===== config.mk =====
export PLATFORM = sky130hd
export DESIGN_NAME = line_follower_pd_controller_flat
export DESIGN_NICKNAME = d
export VERILOG_FILES = /design/src/hdl/lfpd_pkg.sv /design/src/hdl/lfpd_if.sv /design/src/hdl/lfpd_div.sv /design/src/hdl/lfpd_regs.sv /design/src/hdl/lfpd_core.sv /design/src/hdl/line_follower_pd_controller.sv /design/src/flat_wrapper.sv
export SDC_FILE = /design/constraint.sdc
export NUM_CORES = 2
export LEC_CHECK = 0
export BUFFER_PORTS_ARGS = -buffer_cell sky130_fd_sc_hd__buf_2
export CAP_MARGIN = 20
export CORE_MARGIN = 2
export CORE_UTILIZATION = 60
export DETAILED_ROUTE_END_ITERATION = 6
export GPL_TIMING_DRIVEN = 1
export PLACE_DENSITY = 0.76
export SLEW_MARGIN = 10
export SYNTH_ARGS = -nofsm -noshare
export SYNTH_HDL_FRONTEND = slang
export SYNTH_HIERARCHICAL = 1
export SYNTH_SLANG_ARGS = --single-unit

===== constraint.sdc =====
create_clock -name clk_i -period 50 [get_ports clk_i]
set_input_delay 12.5 -clock clk_i [delete_from_list [all_inputs] [get_ports clk_i]]
set_output_delay 12.5 -clock clk_i [all_outputs]
set_load 0.005 [all_outputs]

===== src/hdl/lfpd_pkg.sv =====
// ---------------------------------------------------------------------------
// lfpd_pkg: shared types and constants
// Types, constants and the sequencer states of the line follower controller.
// ---------------------------------------------------------------------------
package lfpd_pkg;

  localparam int unsigned NUM_LINE_SENSORS_DEF = 6;
  localparam int unsigned RESET_WINDOW_DEF     = 3000;
  localparam int unsigned ERROR_FRAC_BITS_DEF  = 8;

  localparam int unsigned NUM_SLOTS = 8;
  localparam int unsigned RAW_W     = 8;
  localparam int unsigned ERR_W     = 12;
  localparam int unsigned ESUM_W    = 24;
  localparam int unsigned TICK_W    = 12;
  localparam int unsigned NORM_W    = 10;
  localparam int unsigned PADDR_W   = 5;

  // register indexes
  localparam logic [2:0] REG_KP    = 3'd0;
  localparam logic [2:0] REG_KD    = 3'd1;
  localparam logic [2:0] REG_SLOW  = 3'd2;
  localparam logic [2:0] REG_FAST  = 3'd3;
  localparam logic [2:0] REG_LOST  = 3'd4;
  localparam logic [2:0] REG_WHITE = 3'd5;
  localparam logic [2:0] REG_STOP  = 3'd6;
  localparam logic [2:0] REG_STR   = 3'd7;

  localparam logic REQ_CAL  = 1'b0;
  localparam logic REQ_TICK = 1'b1;

  localparam logic [1:0] MARK_NONE  = 2'd0;
  localparam logic [1:0] MARK_LEFT  = 2'd1;

  typedef struct packed {
    logic       req_type;
    logic [7:0] line_0, line_1, line_2, line_3, line_4, line_5;
    logic [7:0] wing_left, wing_right;
  } lfpd_in_t;

  typedef struct packed {
    logic              [7:0] left_fwd_duty;
    logic              [7:0] left_rev_duty;
    logic              [7:0] right_fwd_duty;
    logic              [7:0] right_rev_duty;
    logic                    stop_request;
    logic                    straight_seen;
    logic              [1:0] marker_code;
    logic                    line_lost;
    logic signed [ERR_W-1:0] line_error;
  } lfpd_out_t;

  typedef struct packed {
    logic [7:0]  kp;
    logic [7:0]  kd;
    logic [6:0]  slow_speed;
    logic [6:0]  fast_speed;
    logic [12:0] lost_threshold;
    logic [9:0]  white_threshold;
    logic [7:0]  stop_marker_count;
    logic [11:0] straight_min_ticks;
  } lfpd_cfg_t;

  // divider handshake
  typedef struct packed {
    logic start;
    logic busy;
  } lfpd_div_ctl_t;

  typedef enum logic [3:0] {
    ST_IDLE, ST_NORM, ST_NDIV, ST_ERR, ST_EDIV, ST_UPD, ST_PD, ST_MDIV, ST_OUT
  } lfpd_state_e;

endpackage


===== src/hdl/lfpd_if.sv =====
// ---------------------------------------------------------------------------
// lfpd_stream_if: valid/ready channel
// Carries one payload with valid and ready between a source and a sink.
// ---------------------------------------------------------------------------
interface lfpd_stream_if #(parameter type T = logic) (input logic clk_i);
  logic valid;
  logic ready;
  T     data;
  modport source (output valid, output data, input ready);
  modport sink   (input valid, input data, output ready);
endinterface


===== src/hdl/lfpd_div.sv =====
// ---------------------------------------------------------------------------
// lfpd_div: bit-serial unsigned divider
// Restoring division, one quotient bit per cycle, shared by all quotients.
// ---------------------------------------------------------------------------
module lfpd_div
  import lfpd_pkg::*;
#(
  parameter int unsigned W = 32
) (
  input  logic                clk_i,
  input  logic                rst_ni,
  input  logic                start_i,
  input  logic [W-1:0]        num_i,
  input  logic [W-1:0]        den_i,
  output lfpd_div_ctl_t       ctl_o,
  output logic [W-1:0]        quo_o
);
  localparam int unsigned CW = $clog2(W + 1);

  logic [W-1:0]  rem_q, rem_d, quo_q, quo_d, den_q, den_d;
  logic [CW-1:0] cnt_q, cnt_d;
  logic [W:0]    trial;

  // shift one numerator bit into the remainder per cycle
  always_comb begin
    rem_d = rem_q;
    quo_d = quo_q;
    den_d = den_q;
    cnt_d = cnt_q;
    trial = {rem_q, quo_q[W-1]};
    if (start_i) begin
      rem_d = '0;
      quo_d = num_i;
      den_d = den_i;
      cnt_d = CW'(W);
    end else if (cnt_q != '0) begin
      if (trial >= {1'b0, den_q}) begin
        rem_d = W'(trial - {1'b0, den_q});
        quo_d = {quo_q[W-2:0], 1'b1};
      end else begin
        rem_d = trial[W-1:0];
        quo_d = {quo_q[W-2:0], 1'b0};
      end
      cnt_d = cnt_q - 1'b1;
    end
  end

  always_ff @(posedge clk_i or negedge rst_ni) begin
    if (!rst_ni) begin
      cnt_q <= '0;
    end else begin
      cnt_q <= cnt_d;
    end
  end

  always_ff @(posedge clk_i) begin
    rem_q <= rem_d;
    quo_q <= quo_d;
    den_q <= den_d;
  end

  assign ctl_o.start = start_i;
  assign ctl_o.busy  = (cnt_q != '0) || start_i;
  assign quo_o       = quo_q;
endmodule


===== src/hdl/lfpd_regs.sv =====
// ---------------------------------------------------------------------------
// lfpd_regs: configuration registers
// APB-style register file for gains, speeds and thresholds.
// ---------------------------------------------------------------------------
module lfpd_regs
  import lfpd_pkg::*;
(
  input  logic               clk_i,
  input  logic               rst_ni,
  input  logic               psel,
  input  logic               penable,
  input  logic               pwrite,
  input  logic [PADDR_W-1:0] paddr,
  input  logic [31:0]        pwdata,
  output logic [31:0]        prdata,
  output logic               pready,
  output lfpd_cfg_t          cfg_o
);
  lfpd_cfg_t  cfg_q;
  logic [2:0] idx;
  logic       wr;

  assign idx    = paddr[PADDR_W-1:2];
  assign wr     = psel && penable && pwrite;
  assign pready = 1'b1;
  assign cfg_o  = cfg_q;

  always_ff @(posedge clk_i or negedge rst_ni) begin
    if (!rst_ni) begin
      cfg_q.kp                 <= 8'd18;
      cfg_q.kd                 <= 8'd26;
      cfg_q.slow_speed         <= 7'd20;
      cfg_q.fast_speed         <= 7'd40;
      cfg_q.lost_threshold     <= 13'd1800;
      cfg_q.white_threshold    <= 10'd500;
      cfg_q.stop_marker_count  <= 8'd5;
      cfg_q.straight_min_ticks <= 12'd50;
    end else if (wr) begin
      unique case (idx)
        REG_KP:    cfg_q.kp                 <= pwdata[7:0];
        REG_KD:    cfg_q.kd                 <= pwdata[7:0];
        REG_SLOW:  cfg_q.slow_speed         <= pwdata[6:0];
        REG_FAST:  cfg_q.fast_speed         <= pwdata[6:0];
        REG_LOST:  cfg_q.lost_threshold     <= pwdata[12:0];
        REG_WHITE: cfg_q.white_threshold    <= pwdata[9:0];
        REG_STOP:  cfg_q.stop_marker_count  <= pwdata[7:0];
        REG_STR:   cfg_q.straight_min_ticks <= pwdata[11:0];
        default: ;
      endcase
    end
  end

  // read back
  always_comb begin
    unique case (idx)
      REG_KP:    prdata = {24'd0, cfg_q.kp};
      REG_KD:    prdata = {24'd0, cfg_q.kd};
      REG_SLOW:  prdata = {25'd0, cfg_q.slow_speed};
      REG_FAST:  prdata = {25'd0, cfg_q.fast_speed};
      REG_LOST:  prdata = {19'd0, cfg_q.lost_threshold};
      REG_WHITE: prdata = {22'd0, cfg_q.white_threshold};
      REG_STOP:  prdata = {24'd0, cfg_q.stop_marker_count};
      REG_STR:   prdata = {20'd0, cfg_q.straight_min_ticks};
      default:   prdata = '0;
    endcase
  end
endmodule


===== src/hdl/lfpd_core.sv =====
// ---------------------------------------------------------------------------
// lfpd_core: control sequencer
// Walks the sensors one slot a cycle unless dividing, shares one serial
// divider for normalization, line error and duty quotients and updates state.
// ---------------------------------------------------------------------------
module lfpd_core
  import lfpd_pkg::*;
#(
  parameter int unsigned NUM_LINE_SENSORS = NUM_LINE_SENSORS_DEF,
  parameter int unsigned RESET_WINDOW     = RESET_WINDOW_DEF,
  parameter int unsigned ERROR_FRAC_BITS  = ERROR_FRAC_BITS_DEF
) (
  input  logic      clk_i,
  input  logic      rst_ni,
  input  lfpd_cfg_t cfg_i,
  input  logic      in_valid_i,
  input  lfpd_in_t  in_data_i,
  output logic      in_ready_o,
  output logic      out_valid_o,
  input  logic      out_ready_i,
  output lfpd_out_t out_data_o
);
  localparam int unsigned LINES = (NUM_LINE_SENSORS > 6) ? 6 : NUM_LINE_SENSORS;
  localparam int unsigned F     = ERROR_FRAC_BITS;
  localparam int unsigned DW    = 32;
  localparam int signed   LIM   = 100 * (1 << F);
  localparam int signed   CENTER = (NUM_LINE_SENSORS - 1) * (1 << F);

  lfpd_state_e state_q, state_d;

  logic [RAW_W-1:0] min_q [NUM_SLOTS], max_q [NUM_SLOTS];
  logic [RAW_W-1:0] raw_q [NUM_SLOTS];
  logic             req_q;
  logic [1:0]       white_q;
  logic signed [ERR_W-1:0]  prev_q, e_q;
  logic signed [ESUM_W-1:0] esum_q;
  logic [TICK_W-1:0]        tick_q;
  logic [7:0]               rmc_q;
  logic [2:0]               slot_q;
  logic [15:0]              sum_q;
  logic [18:0]              wsum_q;
  logic [1:0]               code_q;
  logic                     lost_q, stop_q, straight_q;
  logic signed [31:0]       mot_q [2];
  logic                     mot_sel_q;
  logic [7:0]               duty_q [2];
  logic                     out_valid_q;
  lfpd_out_t                out_q;

  // divider
  logic          div_start;
  logic [DW-1:0] div_num, div_den, div_quo;
  lfpd_div_ctl_t div_ctl;

  lfpd_div #(.W(DW)) u_div (
    .clk_i, .rst_ni,
    .start_i(div_start), .num_i(div_num), .den_i(div_den),
    .ctl_o(div_ctl), .quo_o(div_quo)
  );

  logic div_busy_q;
  always_ff @(posedge clk_i or negedge rst_ni) begin
    if (!rst_ni) div_busy_q <= 1'b0;
    else         div_busy_q <= div_ctl.busy;
  end

  // current slot values
  logic [RAW_W-1:0] lo, hi, r;
  logic             deg, at_lo, at_hi;
  logic [NORM_W-1:0] direct_v;
  assign lo    = min_q[slot_q];
  assign hi    = max_q[slot_q];
  assign r     = raw_q[slot_q];
  assign deg   = hi <= lo;
  assign at_lo = r <= lo;
  assign at_hi = r >= hi;
  assign direct_v = deg ? NORM_W'(0) : (at_lo ? NORM_W'(0) : NORM_W'(1000));

  logic [NORM_W-1:0] norm_v;
  logic              need_div;
  assign need_div = !deg && !at_lo && !at_hi;
  assign norm_v   = (state_q == ST_NDIV) ? NORM_W'(div_quo) : direct_v;

  // line lost test on the finished sums
  logic lost_n;
  assign lost_n = (sum_q == '0) || (16'(cfg_i.lost_threshold) > sum_q);

  // PD arithmetic
  logic signed [ERR_W:0]   dlt;
  logic signed [31:0]      corr, base, ml, mr, mag_in, ecalc, mot_cur;
  logic signed [ESUM_W-1:0] esum_n;
  logic                    rst_win;
  logic [ESUM_W:0]         avg2;
  logic [31:0]             span;
  logic                    straight_n;
  assign dlt    = e_q - prev_q;
  assign corr   = $signed({24'd0, cfg_i.kp}) * 32'(e_q) + $signed({24'd0, cfg_i.kd}) * 32'(dlt);
  assign esum_n = esum_q + ESUM_W'(e_q);
  assign rst_win = (code_q == MARK_LEFT) || (tick_q > TICK_W'(RESET_WINDOW));
  assign avg2   = esum_n[ESUM_W-1] ? (ESUM_W+1)'(-{esum_n[ESUM_W-1], esum_n}) * 2'd2
                                   : (ESUM_W+1)'({1'b0, esum_n}) * 2'd2;
  assign span   = 32'(tick_q) << F;
  assign ecalc  = $signed(div_quo) - CENTER;
  // motor being divided: left first, then right
  assign mot_cur = mot_sel_q ? mr : ml;
  assign mag_in = mot_cur[31] ? -mot_cur : mot_cur;

  function automatic logic signed [31:0] clampm(input logic signed [31:0] v);
    if (v > LIM) return LIM;
    if (v < -LIM) return -LIM;
    return v;
  endfunction

  always_comb begin
    base = 32'(straight_q ? cfg_i.fast_speed : cfg_i.slow_speed) << F;
    ml   = clampm(base - corr);
    mr   = clampm(base + corr);
  end

  // handshake
  assign in_ready_o  = (state_q == ST_IDLE) && !out_valid_q;
  assign out_valid_o = out_valid_q;
  assign out_data_o  = out_q;

  // next state and divider operands
  always_comb begin
    state_d   = state_q;
    div_start = 1'b0;
    div_num   = '0;
    div_den   = '0;
    unique case (state_q)
      ST_IDLE: if (in_valid_i && in_ready_o) begin
        state_d = (in_data_i.req_type == REQ_TICK) ? ST_NORM : ST_OUT;
      end
      ST_NORM: begin
        if (need_div) begin
          div_start = 1'b1;
          div_num   = DW'(r - lo) * 32'd1000;
          div_den   = DW'(hi - lo);
          state_d   = ST_NDIV;
        end else if (slot_q == 3'(LINES - 1)) begin
          state_d = ST_ERR;
        end
      end
      ST_NDIV: if (!div_ctl.busy && div_busy_q) begin
        state_d = (slot_q == 3'(LINES - 1)) ? ST_ERR : ST_NORM;
      end
      ST_ERR: begin
        if (!lost_n) begin
          div_start = 1'b1;
          div_num   = DW'(wsum_q) << (F + 1);
          div_den   = DW'(sum_q);
          state_d   = ST_EDIV;
        end else begin
          state_d = ST_UPD;
        end
      end
      ST_EDIV: if (!div_ctl.busy && div_busy_q) state_d = ST_UPD;
      ST_UPD:  state_d = ST_PD;
      ST_PD: begin
        div_start = 1'b1;
        div_num   = DW'(mag_in) * 32'd255;
        div_den   = DW'(LIM);
        state_d   = ST_MDIV;
      end
      ST_MDIV: if (!div_ctl.busy && div_busy_q) state_d = mot_sel_q ? ST_OUT : ST_PD;
      ST_OUT:  state_d = ST_IDLE;
      default: state_d = ST_IDLE;
    endcase
  end

  always_ff @(posedge clk_i or negedge rst_ni) begin
    if (!rst_ni) begin
      state_q     <= ST_IDLE;
      out_valid_q <= 1'b0;
      for (int i = 0; i < NUM_SLOTS; i++) begin
        min_q[i] <= '1;
        max_q[i] <= '0;
      end
      white_q <= '0;
      prev_q  <= '0;
      esum_q  <= '0;
      tick_q  <= TICK_W'(1);
      rmc_q   <= '0;
      slot_q  <= '0;
      mot_sel_q <= 1'b0;
    end else begin
      state_q <= state_d;
      if (out_valid_q && out_ready_i) out_valid_q <= 1'b0;
      unique case (state_q)
        ST_IDLE: if (in_valid_i && in_ready_o) begin
          req_q <= in_data_i.req_type;
          raw_q[0] <= in_data_i.line_0; raw_q[1] <= in_data_i.line_1;
          raw_q[2] <= in_data_i.line_2; raw_q[3] <= in_data_i.line_3;
          raw_q[4] <= in_data_i.line_4; raw_q[5] <= in_data_i.line_5;
          raw_q[6] <= in_data_i.wing_left; raw_q[7] <= in_data_i.wing_right;
          slot_q <= 3'd6;
          sum_q  <= '0;
          wsum_q <= '0;
          code_q <= MARK_NONE;
          stop_q <= 1'b0;
          mot_sel_q <= 1'b0;
        end
        ST_NORM, ST_NDIV: begin
          if ((state_q == ST_NORM && !need_div) ||
              (state_q == ST_NDIV && !div_ctl.busy && div_busy_q)) begin
            if (slot_q == 3'd6) begin
              white_q[0] <= norm_v < cfg_i.white_threshold;
              if ((norm_v < cfg_i.white_threshold) && !white_q[0]) code_q[0] <= 1'b1;
              slot_q <= 3'd7;
            end else if (slot_q == 3'd7) begin
              white_q[1] <= norm_v < cfg_i.white_threshold;
              if (!(norm_v < cfg_i.white_threshold) && white_q[1]) code_q[1] <= 1'b1;
              slot_q <= 3'd0;
            end else begin
              sum_q  <= sum_q + 16'(deg ? 10'd0 : 10'd1000 - norm_v);
              wsum_q <= wsum_q + 19'(slot_q) * 19'(deg ? 10'd0 : 10'd1000 - norm_v);
              slot_q <= slot_q + 3'd1;
            end
          end
        end
        ST_ERR: begin
          lost_q <= lost_n;
          if (lost_n) e_q <= prev_q;
        end
        ST_EDIV: if (!div_ctl.busy && div_busy_q) begin
          if (ecalc > 32'sd2047)       e_q <= 12'sd2047;
          else if (ecalc < -32'sd2048) e_q <= -12'sd2048;
          else                         e_q <= ERR_W'(ecalc);
        end
        ST_UPD: begin
          straight_q <= ((rst_win ? TICK_W'(1) : tick_q) > cfg_i.straight_min_ticks) &&
                        (rst_win ? 1'b1 : (32'(avg2) < span));
          esum_q <= rst_win ? '0 : esum_n;
          if (rst_win) tick_q <= TICK_W'(1);
          if (code_q[1]) begin
            if (rmc_q == cfg_i.stop_marker_count) begin
              stop_q <= 1'b1;
              rmc_q  <= '0;
            end else begin
              rmc_q <= rmc_q + 8'd1;
            end
          end
        end
        ST_PD: if (!mot_sel_q) begin
          mot_q[0] <= ml;
          mot_q[1] <= mr;
        end
        ST_MDIV: if (!div_ctl.busy && div_busy_q) begin
          duty_q[mot_sel_q] <= 8'(div_quo);
          mot_sel_q <= 1'b1;
        end
        ST_OUT: begin
          out_valid_q <= 1'b1;
          if (req_q == REQ_CAL) begin
            out_q <= '0;
            for (int i = 0; i < NUM_SLOTS; i++) begin
              if (raw_q[i] > max_q[i]) max_q[i] <= raw_q[i];
              if (raw_q[i] < min_q[i]) min_q[i] <= raw_q[i];
            end
          end else begin
            out_q.left_fwd_duty  <= mot_q[0][31] ? 8'd0 : duty_q[0];
            out_q.left_rev_duty  <= mot_q[0][31] ? duty_q[0] : 8'd0;
            out_q.right_fwd_duty <= mot_q[1][31] ? 8'd0 : duty_q[1];
            out_q.right_rev_duty <= mot_q[1][31] ? duty_q[1] : 8'd0;
            out_q.stop_request   <= stop_q;
            out_q.straight_seen  <= straight_q;
            out_q.marker_code    <= code_q;
            out_q.line_lost      <= lost_q;
            out_q.line_error     <= e_q;
            prev_q <= e_q;
            tick_q <= tick_q + TICK_W'(1);
          end
        end
        default: ;
      endcase
    end
  end
endmodule


===== src/hdl/line_follower_pd_controller.sv =====
// ---------------------------------------------------------------------------
// line_follower_pd_controller: top level
// Line follower PD controller with sensor calibration and marker logic.
// ---------------------------------------------------------------------------
// Usage: items arrive on in_ch, one result per item leaves on out_ch; both
// are valid/ready channels and a transfer happens when both are high.
// A calibrate item widens the per-sensor min/max; its all-zero result is
// registered through state ST_OUT into the output register. A control tick
// normalizes eight sensors, through the bit-serial 32-step divider where
// the reading lies inside its span, divides once for the line error unless
// the line is lost, and once per motor duty. One item is in work at a time;
// the next is taken the cycle after the result has transferred. A stalled
// receiver holds the result in the output register. Reset restores the
// register defaults, min 255 and max 0 for all sensors, tick count 1 and
// clears the error and marker state at once. Registers sit on the APB-style
// port at byte address 4 * index.
// ---------------------------------------------------------------------------
module line_follower_pd_controller
  import lfpd_pkg::*;
#(
  parameter int unsigned NUM_LINE_SENSORS = NUM_LINE_SENSORS_DEF,
  parameter int unsigned RESET_WINDOW     = RESET_WINDOW_DEF,
  parameter int unsigned ERROR_FRAC_BITS  = ERROR_FRAC_BITS_DEF
) (
  input  logic               clk_i,
  input  logic               rst_ni,
  lfpd_stream_if.sink        in_ch,
  lfpd_stream_if.source      out_ch,
  input  logic               psel,
  input  logic               penable,
  input  logic               pwrite,
  input  logic [PADDR_W-1:0] paddr,
  input  logic [31:0]        pwdata,
  output logic [31:0]        prdata,
  output logic               pready
);
  lfpd_cfg_t cfg;

  lfpd_regs u_regs (
    .clk_i, .rst_ni, .psel, .penable, .pwrite, .paddr, .pwdata,
    .prdata, .pready, .cfg_o(cfg)
  );

  lfpd_core #(
    .NUM_LINE_SENSORS(NUM_LINE_SENSORS),
    .RESET_WINDOW(RESET_WINDOW),
    .ERROR_FRAC_BITS(ERROR_FRAC_BITS)
  ) u_core (
    .clk_i, .rst_ni, .cfg_i(cfg),
    .in_valid_i(in_ch.valid), .in_data_i(in_ch.data), .in_ready_o(in_ch.ready),
    .out_valid_o(out_ch.valid), .out_ready_i(out_ch.ready), .out_data_o(out_ch.data)
  );
endmodule


===== src/flat_wrapper.sv =====
// flat-port wrapper written by rule: the top's interface ports become plain ports
module line_follower_pd_controller_flat import lfpd_pkg::*;
#(
  parameter int unsigned NUM_LINE_SENSORS = NUM_LINE_SENSORS_DEF,
  parameter int unsigned RESET_WINDOW     = RESET_WINDOW_DEF,
  parameter int unsigned ERROR_FRAC_BITS  = ERROR_FRAC_BITS_DEF
)
  (clk_i, rst_ni, psel, penable, pwrite, paddr, pwdata, prdata, pready, in_ch_valid, in_ch_data, in_ch_ready, out_ch_valid, out_ch_data, out_ch_ready);
  lfpd_stream_if in_ch_i (.clk_i(clk_i));
  lfpd_stream_if out_ch_i (.clk_i(clk_i));
  input  logic clk_i;
  input  logic rst_ni;
  input  logic psel;
  input  logic penable;
  input  logic pwrite;
  input  logic [PADDR_W-1:0] paddr;
  input  logic [31:0] pwdata;
  output logic [31:0] prdata;
  output logic pready;
  input wire logic [$bits(in_ch_i.valid)-1:0] in_ch_valid;
  input wire logic [$bits(in_ch_i.data)-1:0] in_ch_data;
  output wire logic [$bits(in_ch_i.ready)-1:0] in_ch_ready;
  output wire logic [$bits(out_ch_i.valid)-1:0] out_ch_valid;
  output wire logic [$bits(out_ch_i.data)-1:0] out_ch_data;
  input wire logic [$bits(out_ch_i.ready)-1:0] out_ch_ready;
  assign in_ch_i.valid = in_ch_valid;
  assign in_ch_i.data = in_ch_data;
  assign in_ch_ready = in_ch_i.ready;
  assign out_ch_valid = out_ch_i.valid;
  assign out_ch_data = out_ch_i.data;
  assign out_ch_i.ready = out_ch_ready;
  line_follower_pd_controller #(.NUM_LINE_SENSORS(NUM_LINE_SENSORS), .RESET_WINDOW(RESET_WINDOW), .ERROR_FRAC_BITS(ERROR_FRAC_BITS)) u_core (.clk_i(clk_i), .rst_ni(rst_ni), .in_ch(in_ch_i), .out_ch(out_ch_i), .psel(psel), .penable(penable), .pwrite(pwrite), .paddr(paddr), .pwdata(pwdata), .prdata(prdata), .pready(pready));
endmodule

==> qor.yml <==
critPathCaptureType: "primary output"
viasPerCell: 5.86
fmax_ghz: 0.0376
cts_tree: "yes"
cts_root_buf: "clkbuf_16"
slew_violations: 0
fin_area_um2: 53100
setup-violations-final: 0
clockBufferDepth: 3
maxCapViolations: 0
wl_mm: 119
grt_pass1_wl_mm: 197
fin_cells: 6453
crit_fanout: 35
cts.clk_slew.worst_paths_ns: 0.06
cts-resized-gates: 0
die_y_um: 292
port-buffer-count: 39
initial_utilization: 0.607
post-route-period-util: 0.532
clock_skew_ns: 0.0532
mostFrequentLayoutCells: "inv_1, ha_1, nand2_1"
final_nets: 6249
mappedNetlistArea_um2: 49900
cp.required_ns: 37.50
post-place-ws_ns: 23.45
min_period_ns: 26.62
cts_buffers: 52
synth_cells: 5277
gp_congestion: 0.924
use_met2: 0.484
rsz0062_at_grt: "no"
grtUsageMet3: 0.0406
clock_latency_ns: 0.64
relSlewSlack: 0.296
top_usage_layer: "met2"
postCtsHoldBufs: 0
cts_num_sinks: 479
drt_iter0_drc: 3099
arrival_ns: 14.12
grtUsageMet1: 0.371
wl_per_cell_um: 18.4
hold_path_class: "flip-flop to flip-flop"
drc_errors: 0
yosys_warnings: 6
grt_pass1_vias: 38500
postPlaceCellArea_um2: 51400
dp.cells: 6351
ant_nets: 0
area_growth_pct: 6.49
core_um2: 82200
num_vias: 37800
grt_max_degree: 75
track_usage: 0.283
die-area_um2: 85500
synth.avg_cell_area_um2: 9.45
row_count: 105
antenna_found_initial: 2
dp_hpwl_mm: 93.3
die_w_um: 292
overflow: 0
io_pins: 81
dr.pass1.iters: 6
tightest_slew_ns: 1.05
worst_slack_ns: 23.38
cp-start-kind: "primary input"
hold_viol_final: 0
status: "completed"
h-tree-depth: 2
criticalPathCategory: "primary input to primary output"
layout-drive-gt1-share: 0.110
final_common_cell: "inv_1"
postCtsSetupBuffers: 0
tns_ns: 0
## registers in the layout (all words and copies together) (netlist names), 16 cells and up
signal,flops
u_core/u_regs/cfg_o,73
u_core/u_core/max_q,64
u_core/u_core/min_q,64
u_core/u_core/raw_q,64
u_core/u_core/u_div/den_q,32
u_core/u_core/u_div/quo_o,32
u_core/u_core/u_div/rem_q,32
u_core/u_core/esum_q,24
u_core/u_core/wsum_q,19
u_core/u_core/sum_q,16
## critical path: stages
cell     delay [ns]
buf_2          0.08
buf_4          0.42
or3_1          0.35
nor2_1         0.12
a31oi_1        0.40
buf_2          0.22
## through the flow
step	hold slack, ns	util
3_3_place_gp	0.460	0.625
6_report	0.475	0.646
5_1_grt	0.504	0.646
3_5_place_dp	0.470	0.625
2_1_floorplan	0.450	-
4_1_cts	0.478	0.646
## layer usage
layer,vias up,share of wire
met5,-,0
met4,0,0.033
met3,241,0.060
met2,1164,0.49
met1,18500,0.42
li1,17900,-
## cell type report
type	count	area [µm²]
diodes	2	5.00
clock buffers	72	1440
clock inverters	26	289
fillers	6590	29100
inverters	856	3210
multi-input cells	3867	33500
flip-flops and latches	479	12800
well taps	1070	1340
repair buffers	81	518
## worst paths after layout
check / startpoint / endpoint / slack (ns) / depth (start not counted)
worst max-delay path: paddr[3] / prdata[0] / 23.38 / 6
worst min-delay path: u_core/u_core/u_div/rem_q[1]$_SDFFE_PP0P_ / u_core/u_core/u_div/rem_q[1]$_SDFFE_PP0P_ / 0.47 / 2
worst max register to register: u_core/u_core/e_q[0]$_DFFE_PP_ / u_core/u_core/u_div/quo_o[30]$_DFFE_PP_ / 29.33 / 71
worst min register to register: u_core/u_core/u_div/rem_q[1]$_SDFFE_PP0P_ / u_core/u_core/u_div/rem_q[1]$_SDFFE_PP0P_ / 0.47 / 2
max in group asynchronous: rst_ni / u_core/u_core/prev_q[11]$_DFFE_PN0P_ / 36.02 / 3
min in group asynchronous: rst_ni / u_core/u_core/white_q[0]$_DFFE_PN0P_ / 11.85 / 1
Power is not shown: default switching activity piles up to over one toggle a cycle in this logic, so the estimate is an artifact.
